**src/rtl/nvrm_pkg.sv**
```systemverilog
// Shared types, codes and constants for the virtqueue ring manager.
`timescale 1ns / 1ps

package nvrm_pkg;

    localparam int DEF_RING_DEPTH   = 8;
    localparam int DEF_HEADER_BYTES = 10;

    localparam int SIZE_W  = 4;
    localparam int MAXF_W  = 11;
    localparam int CFG_W   = 11;
    localparam int CIDX_W  = 2;
    localparam int OPC_W   = 2;
    localparam int STAT_W  = 3;
    localparam int NTF_W   = 2;
    localparam int RSLOT_W = 3;
    localparam int WORD_W  = 16;
    localparam int LEN_W   = 32;

    localparam logic [SIZE_W-1:0] RX_SIZE_RST = 4'd8;
    localparam logic [SIZE_W-1:0] TX_SIZE_RST = 4'd8;
    localparam logic [MAXF_W-1:0] MAXF_RST    = 11'd1514;

    localparam logic [CIDX_W-1:0] CFG_RX_SIZE = 2'd0;
    localparam logic [CIDX_W-1:0] CFG_TX_SIZE = 2'd1;
    localparam logic [CIDX_W-1:0] CFG_MAXF    = 2'd2;

    localparam logic [OPC_W-1:0] OP_RX_USED = 2'd0;
    localparam logic [OPC_W-1:0] OP_POLL    = 2'd1;
    localparam logic [OPC_W-1:0] OP_SEND    = 2'd2;

    localparam logic [STAT_W-1:0] ST_QUEUED    = 3'd0;
    localparam logic [STAT_W-1:0] ST_BAD_LEN   = 3'd1;
    localparam logic [STAT_W-1:0] ST_TX_FULL   = 3'd2;
    localparam logic [STAT_W-1:0] ST_DESC_OOR  = 3'd3;
    localparam logic [STAT_W-1:0] ST_RECYCLED  = 3'd4;
    localparam logic [STAT_W-1:0] ST_NONE      = 3'd5;
    localparam logic [STAT_W-1:0] ST_RETURNED  = 3'd6;

    localparam logic [NTF_W-1:0] NTF_NONE = 2'd0;
    localparam logic [NTF_W-1:0] NTF_RX   = 2'd1;
    localparam logic [NTF_W-1:0] NTF_TX   = 2'd2;

    typedef struct packed {
        logic capture;
        logic execute;
    } ctl_cmd_t;

endpackage

```
**src/rtl/nvrm_ctrl.sv**
```systemverilog
// Sequencing controller: item intake, FIFO read slot, execute and output handshake.
`timescale 1ns / 1ps

module nvrm_ctrl
(
    input  logic              clk,
    input  logic              rst_n,
    input  logic              in_valid,
    output logic              in_stall,
    output logic              out_valid,
    input  logic              out_stall,
    output nvrm_pkg::ctl_cmd_t cmd
);
    import nvrm_pkg::*;

    localparam logic [1:0] S_IDLE = 2'd0;
    localparam logic [1:0] S_READ = 2'd1;
    localparam logic [1:0] S_EXEC = 2'd2;

    logic [1:0] state_reg;
    logic [1:0] state_next;
    logic       out_valid_reg;
    logic       out_valid_next;

    assign in_stall    = (state_reg != S_IDLE);
    assign out_valid   = out_valid_reg;
    assign cmd.capture = (state_reg == S_IDLE) && in_valid;
    assign cmd.execute = (state_reg == S_EXEC) && (!out_valid_reg || !out_stall);

    always_comb
    begin
        state_next = state_reg;
        unique case (state_reg)
            S_IDLE:
            begin
                if (in_valid)
                begin
                    state_next = S_READ;
                end
            end
            S_READ:
            begin
                state_next = S_EXEC;
            end
            S_EXEC:
            begin
                if (cmd.execute)
                begin
                    state_next = S_IDLE;
                end
            end
            default:
            begin
                state_next = S_IDLE;
            end
        endcase
    end

    always_comb
    begin
        priority if (cmd.execute)
        begin
            out_valid_next = 1'b1;
        end
        else if (!out_stall)
        begin
            out_valid_next = 1'b0;
        end
        else
        begin
            out_valid_next = out_valid_reg;
        end
    end

    always_ff @(posedge clk or negedge rst_n)
    begin
        if (!rst_n)
        begin
            state_reg     <= S_IDLE;
            out_valid_reg <= 1'b0;
        end
        else
        begin
            state_reg     <= state_next;
            out_valid_reg <= out_valid_next;
        end
    end

endmodule

```
**src/rtl/nvrm_datapath.sv**
```systemverilog
// Datapath: configuration, ring indexes, completion FIFO memory and result register.
`timescale 1ns / 1ps

module nvrm_datapath
#(
    parameter int RING_DEPTH   = nvrm_pkg::DEF_RING_DEPTH,
    parameter int HEADER_BYTES = nvrm_pkg::DEF_HEADER_BYTES
)
(
    input  logic                              clk,
    input  logic                              rst_n,
    input  nvrm_pkg::ctl_cmd_t                cmd,
    input  logic                              cfg_we,
    input  logic [nvrm_pkg::CIDX_W-1:0]       cfg_index,
    input  logic [nvrm_pkg::CFG_W-1:0]        cfg_data,
    input  logic [nvrm_pkg::OPC_W-1:0]        opcode,
    input  logic [nvrm_pkg::WORD_W-1:0]       desc_id,
    input  logic [nvrm_pkg::LEN_W-1:0]        used_len,
    input  logic [nvrm_pkg::WORD_W-1:0]       frame_length,
    input  logic [nvrm_pkg::WORD_W-1:0]       device_used_idx,
    output logic [nvrm_pkg::STAT_W-1:0]       status,
    output logic [nvrm_pkg::WORD_W-1:0]       slot_or_desc,
    output logic [nvrm_pkg::WORD_W-1:0]       length_out,
    output logic                              ring_write,
    output logic [nvrm_pkg::RSLOT_W-1:0]      ring_slot,
    output logic [nvrm_pkg::RSLOT_W-1:0]      ring_value,
    output logic [nvrm_pkg::NTF_W-1:0]        notify_queue,
    output logic                              rx_pending,
    output logic                              has_payload
);
    import nvrm_pkg::*;

    localparam int IDX_W = (RING_DEPTH > 1) ? $clog2(RING_DEPTH) : 1;
    localparam int CMP_W = SIZE_W + 1;
    localparam logic [8:0] DEPTH_V = 9'(RING_DEPTH);
    localparam logic [LEN_W-1:0] HDR_L = LEN_W'(HEADER_BYTES);
    localparam logic [WORD_W-1:0] HDR_W = WORD_W'(HEADER_BYTES);

    logic [SIZE_W-1:0] rx_size_reg;
    logic [SIZE_W-1:0] tx_size_reg;
    logic [MAXF_W-1:0] maxf_reg;
    logic [SIZE_W-1:0] rx_slot_reg;
    logic [SIZE_W-1:0] rx_slot_next;
    logic [SIZE_W-1:0] tx_slot_reg;
    logic [SIZE_W-1:0] tx_slot_next;
    logic [WORD_W-1:0] rx_avail_reg;
    logic [WORD_W-1:0] rx_avail_next;
    logic [WORD_W-1:0] tx_avail_reg;
    logic [WORD_W-1:0] tx_avail_next;
    logic [IDX_W-1:0]  head_reg;
    logic [IDX_W-1:0]  head_next;
    logic [IDX_W-1:0]  tail_reg;
    logic [IDX_W-1:0]  tail_next;
    logic [SIZE_W-1:0] count_reg;
    logic [SIZE_W-1:0] count_next;
    logic              push;

    logic [OPC_W-1:0]  opc_reg;
    logic [WORD_W-1:0] desc_reg;
    logic [LEN_W-1:0]  ulen_reg;
    logic [WORD_W-1:0] flen_reg;
    logic [WORD_W-1:0] dused_reg;

    logic [SIZE_W-1:0] desc_mem [RING_DEPTH];
    logic [LEN_W-1:0]  len_mem  [RING_DEPTH];
    logic [SIZE_W-1:0] rd_desc_reg;
    logic [LEN_W-1:0]  rd_len_reg;

    logic [STAT_W-1:0]  status_reg;
    logic [STAT_W-1:0]  status_next;
    logic [WORD_W-1:0]  sod_reg;
    logic [WORD_W-1:0]  sod_next;
    logic [WORD_W-1:0]  lout_reg;
    logic [WORD_W-1:0]  lout_next;
    logic               rw_reg;
    logic               rw_next;
    logic [RSLOT_W-1:0] rslot_reg;
    logic [RSLOT_W-1:0] rslot_next;
    logic [RSLOT_W-1:0] rval_reg;
    logic [RSLOT_W-1:0] rval_next;
    logic [NTF_W-1:0]   ntf_reg;
    logic [NTF_W-1:0]   ntf_next;
    logic               pend_reg;
    logic               haspay_reg;
    logic               haspay_next;

    logic [SIZE_W-1:0] rxs;
    logic [SIZE_W-1:0] txs;
    logic [LEN_W-1:0]  pay_full;
    logic [MAXF_W-1:0] pay_clamp;
    logic [WORD_W-1:0] outstanding;
    logic [CMP_W-1:0]  tail_inc;
    logic [CMP_W-1:0]  head_inc;
    logic [CMP_W-1:0]  rx_slot_inc;
    logic [CMP_W-1:0]  tx_slot_inc;
    logic [WORD_W-1:0] rx_avail_inc;
    logic [WORD_W-1:0] tx_avail_inc;
    logic [SIZE_W-1:0] rx_slot_adv;
    logic [SIZE_W-1:0] tx_slot_adv;

    function automatic logic [SIZE_W-1:0] eff_size(input logic [SIZE_W-1:0] v);
        logic [SIZE_W-1:0] r;
        r = v;
        if (v == '0)
        begin
            r = SIZE_W'(1);
        end
        else if (9'(v) > DEPTH_V)
        begin
            r = DEPTH_V[SIZE_W-1:0];
        end
        return r;
    endfunction

    assign rxs = eff_size(rx_size_reg);
    assign txs = eff_size(tx_size_reg);

    assign tail_inc    = CMP_W'(tail_reg) + CMP_W'(1);
    assign head_inc    = CMP_W'(head_reg) + CMP_W'(1);
    assign rx_slot_inc = CMP_W'(rx_slot_reg) + CMP_W'(1);
    assign tx_slot_inc = CMP_W'(tx_slot_reg) + CMP_W'(1);
    assign outstanding = tx_avail_reg - dused_reg;

    // The ring slot follows the 16-bit avail index modulo the ring size, so it
    // restarts at zero when that index wraps.
    assign rx_avail_inc = rx_avail_reg + WORD_W'(1);
    assign tx_avail_inc = tx_avail_reg + WORD_W'(1);
    assign rx_slot_adv  = (rx_avail_inc == '0 || rx_slot_inc == CMP_W'(rxs)) ? '0
                                                                             : rx_slot_inc[SIZE_W-1:0];
    assign tx_slot_adv  = (tx_avail_inc == '0 || tx_slot_inc == CMP_W'(txs)) ? '0
                                                                             : tx_slot_inc[SIZE_W-1:0];

    always_comb
    begin
        if (rd_len_reg > HDR_L)
        begin
            pay_full = rd_len_reg - HDR_L;
        end
        else
        begin
            pay_full = '0;
        end
        if (pay_full > LEN_W'(maxf_reg))
        begin
            pay_clamp = maxf_reg;
        end
        else
        begin
            pay_clamp = pay_full[MAXF_W-1:0];
        end
    end

    always_comb
    begin
        status_next  = ST_NONE;
        sod_next     = '0;
        lout_next    = '0;
        rw_next      = 1'b0;
        rslot_next   = '0;
        rval_next    = '0;
        ntf_next     = NTF_NONE;
        haspay_next  = 1'b0;
        rx_slot_next = rx_slot_reg;
        tx_slot_next = tx_slot_reg;
        rx_avail_next = rx_avail_reg;
        tx_avail_next = tx_avail_reg;
        head_next    = head_reg;
        tail_next    = tail_reg;
        count_next   = count_reg;
        push         = 1'b0;
        unique case (opc_reg)
            OP_RX_USED:
            begin
                priority if (desc_reg >= WORD_W'(rxs))
                begin
                    status_next = ST_DESC_OOR;
                end
                else if (count_reg >= rxs)
                begin
                    status_next   = ST_RECYCLED;
                    rw_next       = 1'b1;
                    rslot_next    = rx_slot_reg[RSLOT_W-1:0];
                    rval_next     = desc_reg[RSLOT_W-1:0];
                    ntf_next      = NTF_RX;
                    rx_avail_next = rx_avail_inc;
                    rx_slot_next  = rx_slot_adv;
                end
                else
                begin
                    status_next = ST_QUEUED;
                    push        = 1'b1;
                    tail_next   = (tail_inc == CMP_W'(rxs)) ? '0 : IDX_W'(tail_inc);
                    count_next  = count_reg + SIZE_W'(1);
                end
            end
            OP_POLL:
            begin
                if (count_reg != '0)
                begin
                    head_next  = (head_inc == CMP_W'(rxs)) ? '0 : IDX_W'(head_inc);
                    count_next = count_reg - SIZE_W'(1);
                    sod_next   = WORD_W'(rd_desc_reg);
                    if (rd_desc_reg >= rxs)
                    begin
                        status_next = ST_DESC_OOR;
                    end
                    else
                    begin
                        status_next   = ST_RETURNED;
                        lout_next     = WORD_W'(pay_clamp);
                        haspay_next   = (pay_clamp != '0);
                        rw_next       = 1'b1;
                        rslot_next    = rx_slot_reg[RSLOT_W-1:0];
                        rval_next     = rd_desc_reg[RSLOT_W-1:0];
                        ntf_next      = NTF_RX;
                        rx_avail_next = rx_avail_inc;
                        rx_slot_next  = rx_slot_adv;
                    end
                end
            end
            OP_SEND:
            begin
                priority if (flen_reg == '0 || flen_reg > WORD_W'(maxf_reg))
                begin
                    status_next = ST_BAD_LEN;
                end
                else if (outstanding >= WORD_W'(txs))
                begin
                    status_next = ST_TX_FULL;
                end
                else
                begin
                    status_next   = ST_QUEUED;
                    sod_next      = WORD_W'(tx_slot_reg);
                    lout_next     = flen_reg + HDR_W;
                    rw_next       = 1'b1;
                    rslot_next    = tx_slot_reg[RSLOT_W-1:0];
                    rval_next     = tx_slot_reg[RSLOT_W-1:0];
                    ntf_next      = NTF_TX;
                    tx_avail_next = tx_avail_inc;
                    tx_slot_next  = tx_slot_adv;
                end
            end
            default:
            begin
                status_next = ST_NONE;
            end
        endcase
    end

    always_ff @(posedge clk or negedge rst_n)
    begin
        if (!rst_n)
        begin
            rx_size_reg  <= RX_SIZE_RST;
            tx_size_reg  <= TX_SIZE_RST;
            maxf_reg     <= MAXF_RST;
            rx_slot_reg  <= '0;
            tx_slot_reg  <= '0;
            rx_avail_reg <= WORD_W'(eff_size(RX_SIZE_RST));
            tx_avail_reg <= '0;
            head_reg     <= '0;
            tail_reg     <= '0;
            count_reg    <= '0;
        end
        else
        begin
            if (cfg_we)
            begin
                unique case (cfg_index)
                    CFG_RX_SIZE:
                    begin
                        rx_size_reg  <= cfg_data[SIZE_W-1:0];
                        rx_slot_reg  <= '0;
                        rx_avail_reg <= WORD_W'(eff_size(cfg_data[SIZE_W-1:0]));
                        head_reg     <= '0;
                        tail_reg     <= '0;
                        count_reg    <= '0;
                    end
                    CFG_TX_SIZE:
                    begin
                        tx_size_reg  <= cfg_data[SIZE_W-1:0];
                        tx_slot_reg  <= '0;
                        tx_avail_reg <= '0;
                    end
                    CFG_MAXF:
                    begin
                        maxf_reg <= cfg_data[MAXF_W-1:0];
                    end
                    default:
                    begin
                        maxf_reg <= maxf_reg;
                    end
                endcase
            end
            else if (cmd.execute)
            begin
                rx_slot_reg  <= rx_slot_next;
                tx_slot_reg  <= tx_slot_next;
                rx_avail_reg <= rx_avail_next;
                tx_avail_reg <= tx_avail_next;
                head_reg     <= head_next;
                tail_reg     <= tail_next;
                count_reg    <= count_next;
            end
        end
    end

    always_ff @(posedge clk)
    begin
        rd_desc_reg <= desc_mem[head_reg];
        rd_len_reg  <= len_mem[head_reg];
        if (cmd.execute && push)
        begin
            desc_mem[tail_reg] <= desc_reg[SIZE_W-1:0];
            len_mem[tail_reg]  <= ulen_reg;
        end
    end

    always_ff @(posedge clk)
    begin
        if (cmd.capture)
        begin
            opc_reg   <= opcode;
            desc_reg  <= desc_id;
            ulen_reg  <= used_len;
            flen_reg  <= frame_length;
            dused_reg <= device_used_idx;
        end
        if (cmd.execute)
        begin
            status_reg <= status_next;
            sod_reg    <= sod_next;
            lout_reg   <= lout_next;
            rw_reg     <= rw_next;
            rslot_reg  <= rslot_next;
            rval_reg   <= rval_next;
            ntf_reg    <= ntf_next;
            pend_reg   <= (count_next != '0);
            haspay_reg <= haspay_next;
        end
    end

    assign status       = status_reg;
    assign slot_or_desc = sod_reg;
    assign length_out   = lout_reg;
    assign ring_write   = rw_reg;
    assign ring_slot    = rslot_reg;
    assign ring_value   = rval_reg;
    assign notify_queue = ntf_reg;
    assign rx_pending   = pend_reg;
    assign has_payload  = haspay_reg;

endmodule

```
**src/rtl/net_virtqueue_ring_manager.sv**
```systemverilog
// Top level of the virtqueue ring manager: controller and datapath.
// Each item passes through intake, completion FIFO read and execute into the result register.
// The FIFO memory read is registered; no new item is taken in until the last one executes.
// A finished result waits in the output register while the next item is taken in.
// Reset: ring sizes 8, max frame length 1514, FIFO empty, transmit index and ring slots zero.
// The FIFO memory is not cleared; only entries that were written are ever read.
`timescale 1ns / 1ps

module net_virtqueue_ring_manager
#(
    parameter int RING_DEPTH   = nvrm_pkg::DEF_RING_DEPTH,
    parameter int HEADER_BYTES = nvrm_pkg::DEF_HEADER_BYTES
)
(
    input  logic                          clk,
    input  logic                          rst_n,
    input  logic                          cfg_we,
    input  logic [nvrm_pkg::CIDX_W-1:0]   cfg_index,
    input  logic [nvrm_pkg::CFG_W-1:0]    cfg_data,
    input  logic                          in_valid,
    output logic                          in_stall,
    input  logic [nvrm_pkg::OPC_W-1:0]    opcode,
    input  logic [nvrm_pkg::WORD_W-1:0]   desc_id,
    input  logic [nvrm_pkg::LEN_W-1:0]    used_len,
    input  logic [nvrm_pkg::WORD_W-1:0]   frame_length,
    input  logic [nvrm_pkg::WORD_W-1:0]   device_used_idx,
    output logic                          out_valid,
    input  logic                          out_stall,
    output logic [nvrm_pkg::STAT_W-1:0]   status,
    output logic [nvrm_pkg::WORD_W-1:0]   slot_or_desc,
    output logic [nvrm_pkg::WORD_W-1:0]   length_out,
    output logic                          ring_write,
    output logic [nvrm_pkg::RSLOT_W-1:0]  ring_slot,
    output logic [nvrm_pkg::RSLOT_W-1:0]  ring_value,
    output logic [nvrm_pkg::NTF_W-1:0]    notify_queue,
    output logic                          rx_pending,
    output logic                          has_payload
);
    import nvrm_pkg::*;

    ctl_cmd_t cmd;

    nvrm_ctrl u_ctrl
    (
        .clk       (clk),
        .rst_n     (rst_n),
        .in_valid  (in_valid),
        .in_stall  (in_stall),
        .out_valid (out_valid),
        .out_stall (out_stall),
        .cmd       (cmd)
    );

    nvrm_datapath
    #(
        .RING_DEPTH   (RING_DEPTH),
        .HEADER_BYTES (HEADER_BYTES)
    )
    u_datapath
    (
        .clk             (clk),
        .rst_n           (rst_n),
        .cmd             (cmd),
        .cfg_we          (cfg_we),
        .cfg_index       (cfg_index),
        .cfg_data        (cfg_data),
        .opcode          (opcode),
        .desc_id         (desc_id),
        .used_len        (used_len),
        .frame_length    (frame_length),
        .device_used_idx (device_used_idx),
        .status          (status),
        .slot_or_desc    (slot_or_desc),
        .length_out      (length_out),
        .ring_write      (ring_write),
        .ring_slot       (ring_slot),
        .ring_value      (ring_value),
        .notify_queue    (notify_queue),
        .rx_pending      (rx_pending),
        .has_payload     (has_payload)
    );

endmodule

```
**config.mk**
```make
export PLATFORM = sky130hd
export DESIGN_NAME = net_virtqueue_ring_manager
export DESIGN_NICKNAME = d
export VERILOG_FILES = /design/src/rtl/nvrm_pkg.sv /design/src/rtl/nvrm_ctrl.sv /design/src/rtl/nvrm_datapath.sv /design/src/rtl/net_virtqueue_ring_manager.sv
export SDC_FILE = /design/constraint.sdc
export NUM_CORES = 1
export LEC_CHECK = 0
export BUFFER_PORTS_ARGS = -buffer_cell sky130_fd_sc_hd__buf_2
export CAP_MARGIN = 10
export CORE_MARGIN = 8
export CORE_UTILIZATION = 55
export DETAILED_ROUTE_END_ITERATION = 7
export GPL_TIMING_DRIVEN = 0
export PLACE_DENSITY_LB_ADDON = 0.15
export SYNTH_ARGS = -nofsm -noshare
export SYNTH_HDL_FRONTEND = slang
export SYNTH_HIERARCHICAL = 1
export SYNTH_SLANG_ARGS = --single-unit
```
**constraint.sdc**
```tcl
create_clock -name clk -period 10.9 [get_ports clk]
set_input_delay 0 -clock clk [delete_from_list [all_inputs] [get_ports clk]]
set_output_delay 0 -clock clk [all_outputs]
set_load 0.05 [all_outputs]
```
### Word-level counts from Yosys, hierarchy flattened

Memory sizes are Yosys's and may differ from the RTL's. A register that Yosys moved wholly into a read port is not among the register bits.
Index checks and enable logic that the tools add are counted.

* bitwise gates (word level): 2
* equality and inequality tests: 23
* order comparisons: 10
* mux-type cells: 108
* reduce and logical (&&, ||, !) cells: 38
* add/subtract/negate cells: 11

Operators with widths (number)
* $mux 16: 17
* $mux 4: 28
* $pmux 16 s2: 3
* $mux 3: 27
* $logic_not 16->1: 3
* $add 16x1->16 const B: 2
* $ge 16x4->1: 2
* $gt 32x11->1: 1
* $gt 32x4->1 const B: 1
* $mux 32: 1
* $sub 32x4->32 const B: 1
* $pmux 3 s3: 3
* $mux 11: 2
* $eq 5x4->1: 4
* $add 16x4->16 const B: 1
* $gt 16x11->1: 1
* $pmux 4 s2: 2
* $sub 16x16->16: 1
* $mux 1: 15
* $mux 2: 7
* $gt 4x4->1 const B: 3
* $logic_not 4->1: 3
* $pmux 2 s3: 2
* $reduce_bool 2->1: 6
* other kinds (25): 56

* register bits: 200
* logic and storage cells: 220
* output and inout port bits: 48
* bits of input ports: 100
* memories: 2
* memory bits (writable): 288

Memories
* u_datapath.len_mem: depth 8, bits a word 32, rd ports 1, clocked after memory_dff 1, write ports 1, line nvrm_datapath.sv:65 `logic [LEN_W-1:0] len_mem [RING_DEPTH];`
* u_datapath.desc_mem: depth 8, bits a word 4, rd ports 1, clocked after memory_dff 1, write ports 1, line nvrm_datapath.sv:64 `logic [SIZE_W-1:0] desc_mem [RING_DEPTH];`

### Logic depth before layout (Yosys ltp)

Gate-level depths: netlist of the first run.

* depth in word-level cells: 11
* gate-level depth with buffers: 16
* gate-level depth less buffers: 16

### Hierarchy

Netlist of the first run, hierarchy kept.

Modules (own cells, without submodules)
* nvrm_datapath: cells an instance 1526, area an instance 22654.2 µm², instances 1, seq. area each 14591.5 µm²
* nvrm_ctrl: cells an instance 14, area an instance 132.6 µm², instances 1, seq. area each 75.1 µm²

### Worst setup path before layout of the first run

No wires, ideal clock.

* kind: reg-to-reg
* start: reg u_datapath.rx_size_reg[3]
* end: mem u_datapath.desc_mem[0][0], enable pin
* buffers on the path: 2
* path slack: 4.479 ns
* library setup time: 0.519 ns
* arrival time: 5.902 ns
* stages on the path, launching flop included: 11
* required time: 10.381 ns
* clock period less this slack: 6.421 ns
* cells stage by stage: dfstp_2 clkbuf_1 inv_1 nand2_1 ha_1 a21o_1 a21o_1 a21oi_1 nand3_1 clkbuf_1 nor4_1

* cells in the longest elaborated chain, start to end: 10
* elaborated cells between the ends (all ways): 12
* those cells by class: order compare: 3; mux: 7; reduce/logical: 2

RTL lines
* start: declaration: line nvrm_datapath.sv:39 `logic [SIZE_W-1:0] rx_size_reg;`
* start signal: assignment: line nvrm_datapath.sv:273 `rx_size_reg <= cfg_data[SIZE_W-1:0];`
* $gt 4x4->1: line nvrm_datapath.sv:108 `else if (9'(v) > DEPTH_V)`
* $mux 4: line nvrm_datapath.sv:108
* $mux 4 (*): line nvrm_datapath.sv:104 `if (v == '0)`
* branches (longest 2 deep; another with $ge 16x4->1)
* $mux 1 (*): line nvrm_datapath.sv:174 `priority if (desc_reg >= WORD_W'(rxs))`
* $mux 1 (*): line nvrm_datapath.sv:171 `unique case (opc_reg)`
* $logic_and 1x1->1 (*): line nvrm_datapath.sv:313 `if (cmd.execute && push)`
* $mux 1 (*): line nvrm_datapath.sv:313
* $mux 1 (not written as such) (*): line nvrm_datapath.sv:315 `desc_mem[tail_reg] <= desc_reg[SIZE_W-1:0];`
* end: declaration: line nvrm_datapath.sv:64

Every way passes the cells marked *.

### Worst setup path after layout of the first run

* start: reg u_datapath.rx_size_reg[3]
* end: mem u_datapath.len_mem[0][21], enable pin

* cells in the longest elaborated chain, start to end: 10
* elaborated cells between the ends (all ways): 12
* those cells by class: order compare: 3; mux: 7; reduce/logical: 2

RTL lines
* $gt 4x4->1: line nvrm_datapath.sv:108
* $mux 4: line nvrm_datapath.sv:108
* $mux 4 (*): line nvrm_datapath.sv:104
* branches (longest 2 deep; another with $ge 16x4->1)
* $mux 1 (*): line nvrm_datapath.sv:174
* $mux 1 (*): line nvrm_datapath.sv:171
* $logic_and 1x1->1 (*): line nvrm_datapath.sv:313
* $mux 1 (*): line nvrm_datapath.sv:313
* $mux 1 (not written as such) (*): line nvrm_datapath.sv:316 `len_mem[tail_reg] <= ulen_reg;`
* end: declaration: line nvrm_datapath.sv:65

Marks and branches as above.

==> impl_metrics.yaml, run 1 <==
outcome:
  outcome: "finished, final reports clean"
global_route:
  grt_antenna_before_repair: 0
  grt_max_degree: 67
  grt_pass1_vias: 14480
  overflow: 0
  grt_pass1_wl_um: 83000
  grt_use_total_pct: 22.30
logic_synthesis:
  synth_area_um2: 22790
  async_reset_ff_share_pct: 14.06
  synth_area_leaders: "edfxtp_1, mux4_2, dfrtp_1, ha_1, dfxtp_1"
  synth_cells: 1540
  synth.top_cell.area_share_pct: 53.24
  synth_edf_count: 404
  synth_largest_area_cell: "edfxtp_1"
  synth.distinct_cells: 91
  synth_common_cells: "edfxtp_1, nand2_1, mux4_2"
  synth-seq-cells: 512
  yosysSeqAreaShare_pct: 64.36
  post-synth-top-count-cell: "edfxtp_1"
  ys_warn_count: 6
  syn_area_per_cell_um2: 14.80
  synth_top_flop_cell: "edfxtp_1"
floorplanning:
  die-width_um: 219.5
  fp.dieH_um: 219.5
  initial_core_util_pct: 55.81
  ioPinCount: 148
  coreArea_um2: 40830
  die_area_um2: 48200
  rows: 74
drt:
  vias: 14630
  ant_nets: 0
  drt_pass1_iterations: 5
  drt_iter0_markers: 1398
  viasPerCell: 5.940
  drc: 0
  wl_per_cell_um: 21.92
  wirelength_um: 53990
clock_network:
  ctsHtreeMaxLevel: 2
  clock_latency_ns: 0.59
  cts_buffers: 52
  clock-sinks: 512
  cts_tree: "built"
  postCtsSetupBuffers: 0
  clk_path_buf_depth: 3
  path_clk_slew_ns: 0.06
  post_cts_resized: 0
  ctsRootBufferMaster: "clkbuf_16"
sta:
  post-route-period-util_pct: 46.48
  finalSetupViolCount: 0
  slew_violations: 0
  worst_hold_slack_ns: 0.1163
  post-route-min-period_ns: 5.066
  rsz0062_at_grt: "false"
  slew-limit-headroom_pct: 20.77
  tightest_slew_ns: 1.173
  clock_skew_ns: 0.02065
  max_freq_ghz: 0.1974
  hold_viol_final: 0
placed_design:
  place.gp.congestion: 0.8876
  dpl.hpwl_um: 37770
  portBuffers: 135
pwr:
  p_per_area_nw_per_um2: 191.0
  p_leak_nw: 9.931
  combPwrFrac_pct: 18.1
  p_sw_mw: 1.438
  p_total_mw: 5.270
  clkPwrFrac_pct: 35.8
  p_int_mw: 3.832
  ir_drop_v: 0.0001450
  switching_share_pct: 27.28
  seq_power_share_pct: 46.2
critical_path:
  critPathMaxFanout: 10
  crit_path_start_kind: "register"
  crit_path_end_kind: "register"
  crit_arrival_ns: 5.36
  critPathRequiredTime_ns: 11.19
  critPathKind: "reg -> reg"
layout:
  syn_to_final_growth_pct: 21.10
  diodes: 0
  nets: 2056
  largest-register: "u_datapath/len_mem"
  drive_above_1_share_pct: 23.46
  finish.utilization_pct: 67.58
  fillers: 2799
  seqCellArea_um2: 14670
  largest_reg_flops: 256
  multi_input_comb_area_um2: 7669
worst_hold_path:
  min_path_type: "in -> reg"
flow_run:
  cap_violations: 0
[critical path, stage by stage, from the launching register on]
cell	delay, ns
dfstp_2	0.51
clkbuf_1	0.33
inv_1	0.25
nand2_1	0.32
ha_1	0.30
a21o_1	0.15
a21o_1	0.17
a21oi_1	0.53
nand3_1	0.36
clkbuf_1	0.39
nor4_2	0.77
buf_4	0.32
buf_6	0.16
buf_4	0.18
[final cells by class]
type	count	share of cell area, %
flip-flops and latches	512	53.15
multi-input cells	915	27.79
repair buffers	279	7.903
clock buffers	70	5.527
well taps	532	2.412
plain buffers	73	1.274
clock inverters	27	1.197
inverters	55	0.7481
[power by group through the flow]
stage / clock, mW / combinational [mW] / sequential [mW]
after global placement: 0 / 0.889 / 2.47
after detailed placement: 0 / 0.916 / 2.47
after CTS: 1.93 / 0.953 / 2.43
final: 1.88 / 0.953 / 2.43
after global routing: 1.99 / 1.04 / 2.45
after floorplan: 0 / 0.608 / 2.50
[worst paths after layout]
kind / from / end / slack (ns) / cells past startpoint
max: u_datapath/rx_size_reg[3] / u_datapath/len_mem[0][21] / 5.83 / 13
min: cfg_we / u_datapath/tx_avail_reg[4] / 0.12 / 4
max reg2reg: u_datapath/rx_size_reg[3] / u_datapath/len_mem[0][21] / 5.83 / 13
min reg2reg: u_datapath/tx_size_reg[0] / u_datapath/tx_size_reg[0] / 0.54 / 1
max in group asynchronous: rst_n / u_datapath/maxf_reg[7] / 9.68 / 4
min in group asynchronous: rst_n / u_datapath/maxf_reg[2] / 0.51 / 4
[kinds of logic after synthesis]
logic type / Yosys count / synth area share (%)
xor+xnor: 40 / 1.537
compound gates: 261 / 8.407
buf+inv: 128 / 2.449
flops: 512 / 64.36
simple gates: 389 / 8.972
other cells: 1 / 0.01646
mux: 141 / 10.49
fa+ha+maj: 68 / 3.767
[layer usage]
layer	routed length [um]	vias to the layer above	GRT usage [%]
li1	-	6744	-
met1	23140	7292	30.68
met2	25870	513	36.40
met3	3694	80	3.922
met4	1296	0	6.206
met5	0	-	0
[stage by stage]
stage               TNS (ns)  worst slack (ns)  std cells  area, um^2
finish                     0             5.834       2463       27600
global route               0             5.664       2463       27600
CTS                        0             5.936       2463       27600
detailed placement         0             5.974       2262       24700
global placement      -16.80           -0.3225       2222       24180
floorplan                  0             4.479       1555       22840
[repair_timing]
action | CTS | global route
hold buffers | 104 | 0
setup endpoints to repair | 0 | 0
hold endpoints to repair | 206 | 0
[cell usage in the layout, fill, tap and decap left out, drive strengths merged, types with 18 or more instances in the layout]
cell type    synthesis  final
nor4                35     35
nand3               44     44
inv                 55     57
buf                 31    206
edfxtp             404    404
nand2               79     79
a21o                20     20
mux2                62     62
mux4                72     72
nor2                69     69
clkbuf              42    112
nor3                40     40
o21ai               59     59
dlygate4sd3          0    104
a21oi               42     42
nand2b              18     18
dfrtp               62     62
dfxtp               36     36
xnor2               23     23
ha                  67     67
Power figures use the tool's default switching activity.
==> run 2: changes to the inputs <==
==> constraint.sdc (replaced) <==
create_clock -name clk -period 5 [get_ports clk]
set_input_delay 0 -clock clk [delete_from_list [all_inputs] [get_ports clk]]
set_output_delay 0 -clock clk [all_outputs]
set_load 0.05 [all_outputs]
==> impl_metrics.yaml, run 2 (same netlist as run 1, synthesis figures left out) <==
critical_path:
  r2r-end: "u_datapath/len_mem[2][8]"
  crit_path_start_kind: "register"
  critPathMaxFanout: 10
  critPathKind: "reg -> reg"
  rr_startpoint: "u_datapath/rx_size_reg[3]"
  rr_worst_depth: 13
  crit_arrival_ns: 4.99
  crit_path_end_kind: "register"
  r2r_setup_slack_ns: 0.30
  critPathRequiredTime_ns: 5.29
layout:
  instances_no_fill: 2463
  layout_commonest_cell: "edfxtp_1"
  drive_above_1_share_pct: 23.56
  layout_common_cells: "edfxtp_1, buf_2, dlygate4sd3_1"
  largest_reg_flops: 256
  diodes: 0
  nets: 2056
  largest-register: "u_datapath/len_mem"
  syn_to_final_growth_pct: 21.18
  fillers: 2799
global_route:
  grt_pass1_wl_um: 83000
  grt_max_degree: 67
  grt_pass1_vias: 14480
  grt_antenna_before_repair: 0
  overflow: 0
  grt_use_total_pct: 22.30
clock_network:
  cts_buffers: 52
  cts_tree: "built"
  clock-sinks: 512
  ctsHtreeMaxLevel: 2
  path_clk_slew_ns: 0.06
  ctsRootBufferMaster: "clkbuf_16"
  postCtsSetupBuffers: 0
  clk_path_buf_depth: 3
  clock_latency_ns: 0.59
sta:
  finalSetupViolCount: 0
  post-route-min-period_ns: 4.704
  tightest_slew_ns: 1.158
  slew_violations: 0
  clock_skew_ns: 0.02177
  hold_viol_final: 0
  post-route-period-util_pct: 94.08
  setup_tns_ns: 0
  slew-limit-headroom_pct: 21.78
  max_freq_ghz: 0.2126
  rsz0062_at_grt: "false"
drt:
  vias: 14650
  drt_pass1_iterations: 5
  drt_iter0_markers: 1388
  viasPerCell: 5.950
  drc: 0
  wirelength_um: 54030
  ant_nets: 0
  wl_per_cell_um: 21.93
placed_design:
  dpl.hpwl_um: 37770
  place.gp.congestion: 0.8876
  dpl.cell_count: 2262
  portBuffers: 135
floorplanning:
  die-width_um: 219.5
  ioPinCount: 148
  initial_core_util_pct: 55.81
  fp.dieH_um: 219.5
  rows: 74
  die_area_um2: 48200
  coreArea_um2: 40830
flow_run:
  cap_violations: 0
pwr:
  p_leak_nw: 9.931
  ir_drop_v: 0.0003164
  p_per_area_nw_per_um2: 416.2
  p_total_mw: 11.49
worst_hold_path:
  hp-start: "cfg_we"
  min_path_type: "in -> reg"
  min_delay_path_depth: 4
  whs_endpoint: "u_datapath/tx_avail_reg[4]"
outcome:
  outcome: "finished, final reports clean"
==> run 2: cell count changes in the layout (fill, tap and decap cells not counted) <==
cell,previous run,this run
nor4_2,3,2
a21oi_1,39,38
nor3_2,6,7
nor4_4,1,2
nor3_1,34,33
a21oi_2,2,3
==> run 2: how the worst max path moves through the flow <==
stage | startpoint | end | slack [ns]
6_report | u_datapath/rx_size_reg[3] | u_datapath/len_mem[2][8] | 0.30
5_1_grt | u_datapath/rx_size_reg[3] | u_datapath/len_mem[2][5] | 0.12
2_1_floorplan | u_datapath/rx_size_reg[3] | u_datapath/desc_mem[0][0] | -1.42
3_5_place_dp | u_datapath/rx_size_reg[3] | u_datapath/len_mem[0][21] | 0.07
3_3_place_gp | u_datapath/rx_size_reg[3] | u_datapath/len_mem[2][20] | -6.22
4_1_cts | u_datapath/rx_size_reg[3] | u_datapath/len_mem[0][21] | 0.04
==> run 2: power breakdown <==
part | switching, mW | leakage (nW) | internal [mW] | total [mW]
sequential | 0.307 | 4.86 | 5.00 | 5.30
clock | 1.60 | 0.914 | 2.51 | 4.11
combinational | 1.23 | 4.16 | 0.851 | 2.08
==> run 2: timing repair <==
| item | in CTS | in global routing |
|---|---|---|
| endpoints found under the setup margin | 0 | 53 |
| endpoints found under the hold margin | 206 | 0 |
| hold buffers | 104 | 0 |
| resized for setup | 0 | 3 |
==> run 2: layer usage <==
| layer | vias to the layer above | routed length, um | share of wire [%] | global-route usage, % |
|---|---|---|---|---|
| li1 | 6739 | - | - | - |
| met1 | 7342 | 23380 | 43 | 30.68 |
| met2 | 496 | 25890 | 48 | 36.40 |
| met3 | 77 | 3445 | 6.4 | 3.922 |
| met4 | 0 | 1305 | 2.4 | 6.206 |
| met5 | - | 0 | 0 | 0 |
==> run 2: area by class of cell <==
class	count	area [um^2]	share of cell area (%)
sequential	512	14670	53.12
multi-input combinational	915	7686	27.84
timing repair buffer	279	2181	7.898
clock buffer	70	1525	5.524
tap	532	665.6	2.411
buffer	73	351.6	1.273
clock inverter	27	330.3	1.196
inverter	55	206.4	0.7477
==> run 2: critical path, stage by stage (launching register included) <==
cell and delay [ns]:
dfstp_2 0.51, clkbuf_1 0.32, inv_1 0.24, nand2_1 0.32, ha_1 0.30, a21o_1 0.15
a21o_1 0.19, a21oi_2 0.33, nand3_1 0.31, clkbuf_1 0.41, nor4_2 0.66, buf_4 0.28
buf_4 0.17, buf_4 0.18
==> run 2: stage by stage <==
stage               area (um^2)  setup slack (ns)  util (%)  hold slack (ns)
CTS                       27600           0.03645     67.58          0.04373
floorplan                 22840            -1.421         -          -0.2956
detailed placement        24700           0.07416     60.49          -0.1716
finish                    27610            0.2961     67.63           0.1034
global placement          24180            -6.223     59.23           0.1761
global route              27610            0.1153     67.63          0.09636
==> run 3: changes to the inputs <==
--- a/config.mk
+++ b/config.mk
@@ -5,6 +5,7 @@
 export SDC_FILE = /design/constraint.sdc
 export NUM_CORES = 1
 export LEC_CHECK = 0
+export ABC_AREA = 1
 export BUFFER_PORTS_ARGS = -buffer_cell sky130_fd_sc_hd__buf_2
 export CAP_MARGIN = 10
 export CORE_MARGIN = 8
==> impl_metrics.yaml, run 3 <==
logic_synthesis:
  synth.top_cell.area_share_pct: 51.34
  synth_cells: 2317
  synth_top_family_by_area: "simple AND/OR/NAND/NOR gates"
  yosys.area_share.simple_pct: 17.10
  synth-xor-area-share_pct: 2.595
  syn_area_per_cell_um2: 10.20
  synth_fa_ha_area_share_pct: 3.633
  muxShareOfSynthArea_pct: 0.04236
  synth.distinct_cells: 56
  synth_area_um2: 23630
  async_reset_ff_share_pct: 14.06
  synth-seq-cells: 512
  post-synth-top-count-cell: "nor2_1"
  synth_compound_area_share_pct: 9.521
  yosysSeqAreaShare_pct: 62.07
  synth_common_cells: "nor2_1, edfxtp_1, nand2_1"
  synth_area_leaders: "edfxtp_1, nor2_1, dfrtp_1, nand2_1, o21ai_0"
  synth_largest_area_cell: "edfxtp_1"
  synth_edf_count: 404
  synth_top_flop_cell: "edfxtp_1"
  ys_warn_count: 6
sta:
  tightest_slew_ns: 0.8251
  setup_ws_ns: 0.2288
  rsz0062_at_grt: "false"
  hold_viol_final: 0
  slew-limit-headroom_pct: 44.86
  finalSetupViolCount: 0
  max_freq_ghz: 0.2096
  post-route-period-util_pct: 95.42
  slew_violations: 0
  post-route-min-period_ns: 4.771
  clock_skew_ns: 0.01701
placed_design:
  dpl.cell_count: 3042
  place.gp.congestion: 0.9511
  post-place-ws_ns: 0.6361
  dpl.hpwl_um: 44290
  portBuffers: 135
flow_run:
  cap_violations: 0
pwr:
  combPwrFrac_pct: 31.1
  p_int_mw: 8.839
  clkPwrFrac_pct: 28.6
  seq_power_share_pct: 40.3
  p_per_area_nw_per_um2: 491.6
  ir_drop_v: 0.0003367
  p_leak_nw: 11.31
  switching_share_pct: 36.61
  p_sw_mw: 5.105
critical_path:
  r2r_setup_slack_ns: 0.23
  crit_path_start_kind: "register"
  critPathRequiredTime_ns: 5.50
  crit_arrival_ns: 5.27
  r2r-end: "u_datapath/rx_avail_reg[2]"
  crit_path_end_kind: "register"
  rr_worst_depth: 15
  rr_startpoint: "u_datapath/rx_size_reg[3]"
  critPathMaxFanout: 10
  critPathKind: "reg -> reg"
outcome:
  outcome: "finished, final reports clean"
drt:
  ant_nets: 0
  drt_pass1_iterations: 6
  wl_per_cell_um: 19.11
  viasPerCell: 5.577
  vias: 18130
  drt_iter0_markers: 1639
  wirelength_um: 62100
  drc: 0
clock_network:
  postCtsSetupBuffers: 0
  clock_latency_ns: 0.62
  path_clk_slew_ns: 0.06
  ctsHtreeMaxLevel: 2
  clock-sinks: 512
  cts_tree: "built"
  clk_path_buf_depth: 3
  ctsRootBufferMaster: "clkbuf_16"
  post_cts_resized: 0
  cts_buffers: 53
floorplanning:
  ioPinCount: 148
  die-width_um: 223.3
  coreArea_um2: 42700
  rows: 76
  die_area_um2: 49850
  fp.dieH_um: 223.3
  initial_core_util_pct: 55.34
global_route:
  grt_pass1_wl_um: 97460
  grt_antenna_before_repair: 0
  grt_pass1_vias: 18100
  overflow: 0
  grt_use_total_pct: 24.62
  grt_max_degree: 68
layout:
  layout_common_cells: "nor2_1, edfxtp_1, nand2_1"
  largest-register: "u_datapath/len_mem"
  diodes: 0
  layout_commonest_cell: "nor2_1"
  instances_no_fill: 3250
  largest_reg_flops: 256
  drive_above_1_share_pct: 11.80
  syn_to_final_growth_pct: 20.03
  nets: 2827
worst_hold_path:
  whs_endpoint: "u_datapath/ulen_reg[4]"
  min_delay_path_depth: 2
  hp-start: "used_len[4]"
  min_path_type: "in -> reg"
-- run 3: changes by cell type after synthesis, moves of 41 or more --
cell     change
nand3_1     +63
nand2_1    +255
mux2_2      -57
o21ai_0    +158
xor2_1      +41
inv_1      +145
mux4_2      -72
nor2_1     +349
o22ai_1     +53
-- run 3: power groups by stage --
stage          logic [mW]  registers, mW  clock network (mW)
6_report             4.34           5.61                3.99
5_1_grt              4.79           5.67                4.23
4_1_cts              4.29           5.60                4.06
3_5_place_dp         4.17           5.68                   0
3_3_place_gp         4.04           5.69                   0
2_1_floorplan        2.74           5.71                   0
-- run 3: worst max path at each step --
stage | from | endpoint | cells after the start
2_1_floorplan | u_datapath/rx_size_reg[3] | u_datapath/desc_mem[2][0] | 13
3_3_place_gp | u_datapath/rx_size_reg[3] | u_datapath/len_mem[2][10] | 13
3_5_place_dp | u_datapath/rx_size_reg[3] | u_datapath/len_mem[1][18] | 15
4_1_cts | u_datapath/rx_size_reg[3] | u_datapath/rx_avail_reg[2] | 17
5_1_grt | u_datapath/rx_size_reg[3] | u_datapath/rx_avail_reg[2] | 17
6_report | u_datapath/rx_size_reg[3] | u_datapath/rx_avail_reg[2] | 15
-- run 3: layout make-up --
class	instances	area (um^2)
multi-input combinational	1527	7885
timing repair buffer	272	2145
sequential	512	14670
clock inverter	34	381.6
inverter	207	777.0
fill	3242	14330
buffer	86	409.1
tap	546	683.2
clock buffer	66	1415
-- run 3: cell families after synthesis --
| family | Yosys count |
|---|---|
| AND/OR/NAND/NOR | 967 |
| flip-flops | 512 |
| AO/OA/AOI/OAI | 405 |
| buffers and inverters | 293 |
| XOR/XNOR | 70 |
| adder cells (fa/ha/maj) | 68 |
| other | 1 |
| multiplexers | 1 |
-- run 3: per-layer routing --
metal,wire length (um),vias to the layer above,track usage [%],share of wire (%)
met3,4230,116,3.703,6.8
li1,-,8655,-,-
met4,1708,0,8.347,2.8
met5,0,-,0,0
met2,30170,681,41.94,49
met1,25990,8674,31.97,42
-- run 3: stage by stage --
| step | instance area (um^2) | power, mW | util (%) | setup TNS, ns | hold WS, ns |
|---|---|---|---|---|---|
| 2_1_floorplan | 23690 | 8.449 | - | 0 | -0.2956 |
| 3_3_place_gp | 25040 | 9.732 | 58.66 | -864.09 | 0.1761 |
| 3_5_place_dp | 25480 | 9.859 | 59.69 | 0 | -0.1684 |
| 4_1_cts | 28360 | 13.96 | 66.43 | 0 | 0.05788 |
| 5_1_grt | 28360 | 14.69 | 66.43 | 0 | 0.07580 |
| 6_report | 28360 | 13.94 | 66.43 | 0 | 0.09058 |
-- run 3: critical path, stage by stage, from the launching register on --
cell and delay, ns:
dfstp_2 0.58, inv_1 0.19, o21ai_0 0.35, inv_1 0.28, ha_1 0.35, nand4_1 0.07
nand3_1 0.23, o21ai_0 0.45, o211ai_1 0.15, nor2_1 0.25, inv_1 0.10, clkbuf_1 0.27
a22oi_1 0.20, dlygate4sd3_1 0.56, o21ai_0 0.07, dlygate4sd3_1 0.55
-- run 3: timing repair --
action,in CTS,in global routing
endpoints found under the hold margin,200,0
setup endpoints to repair,0,0
hold buffers,108,0
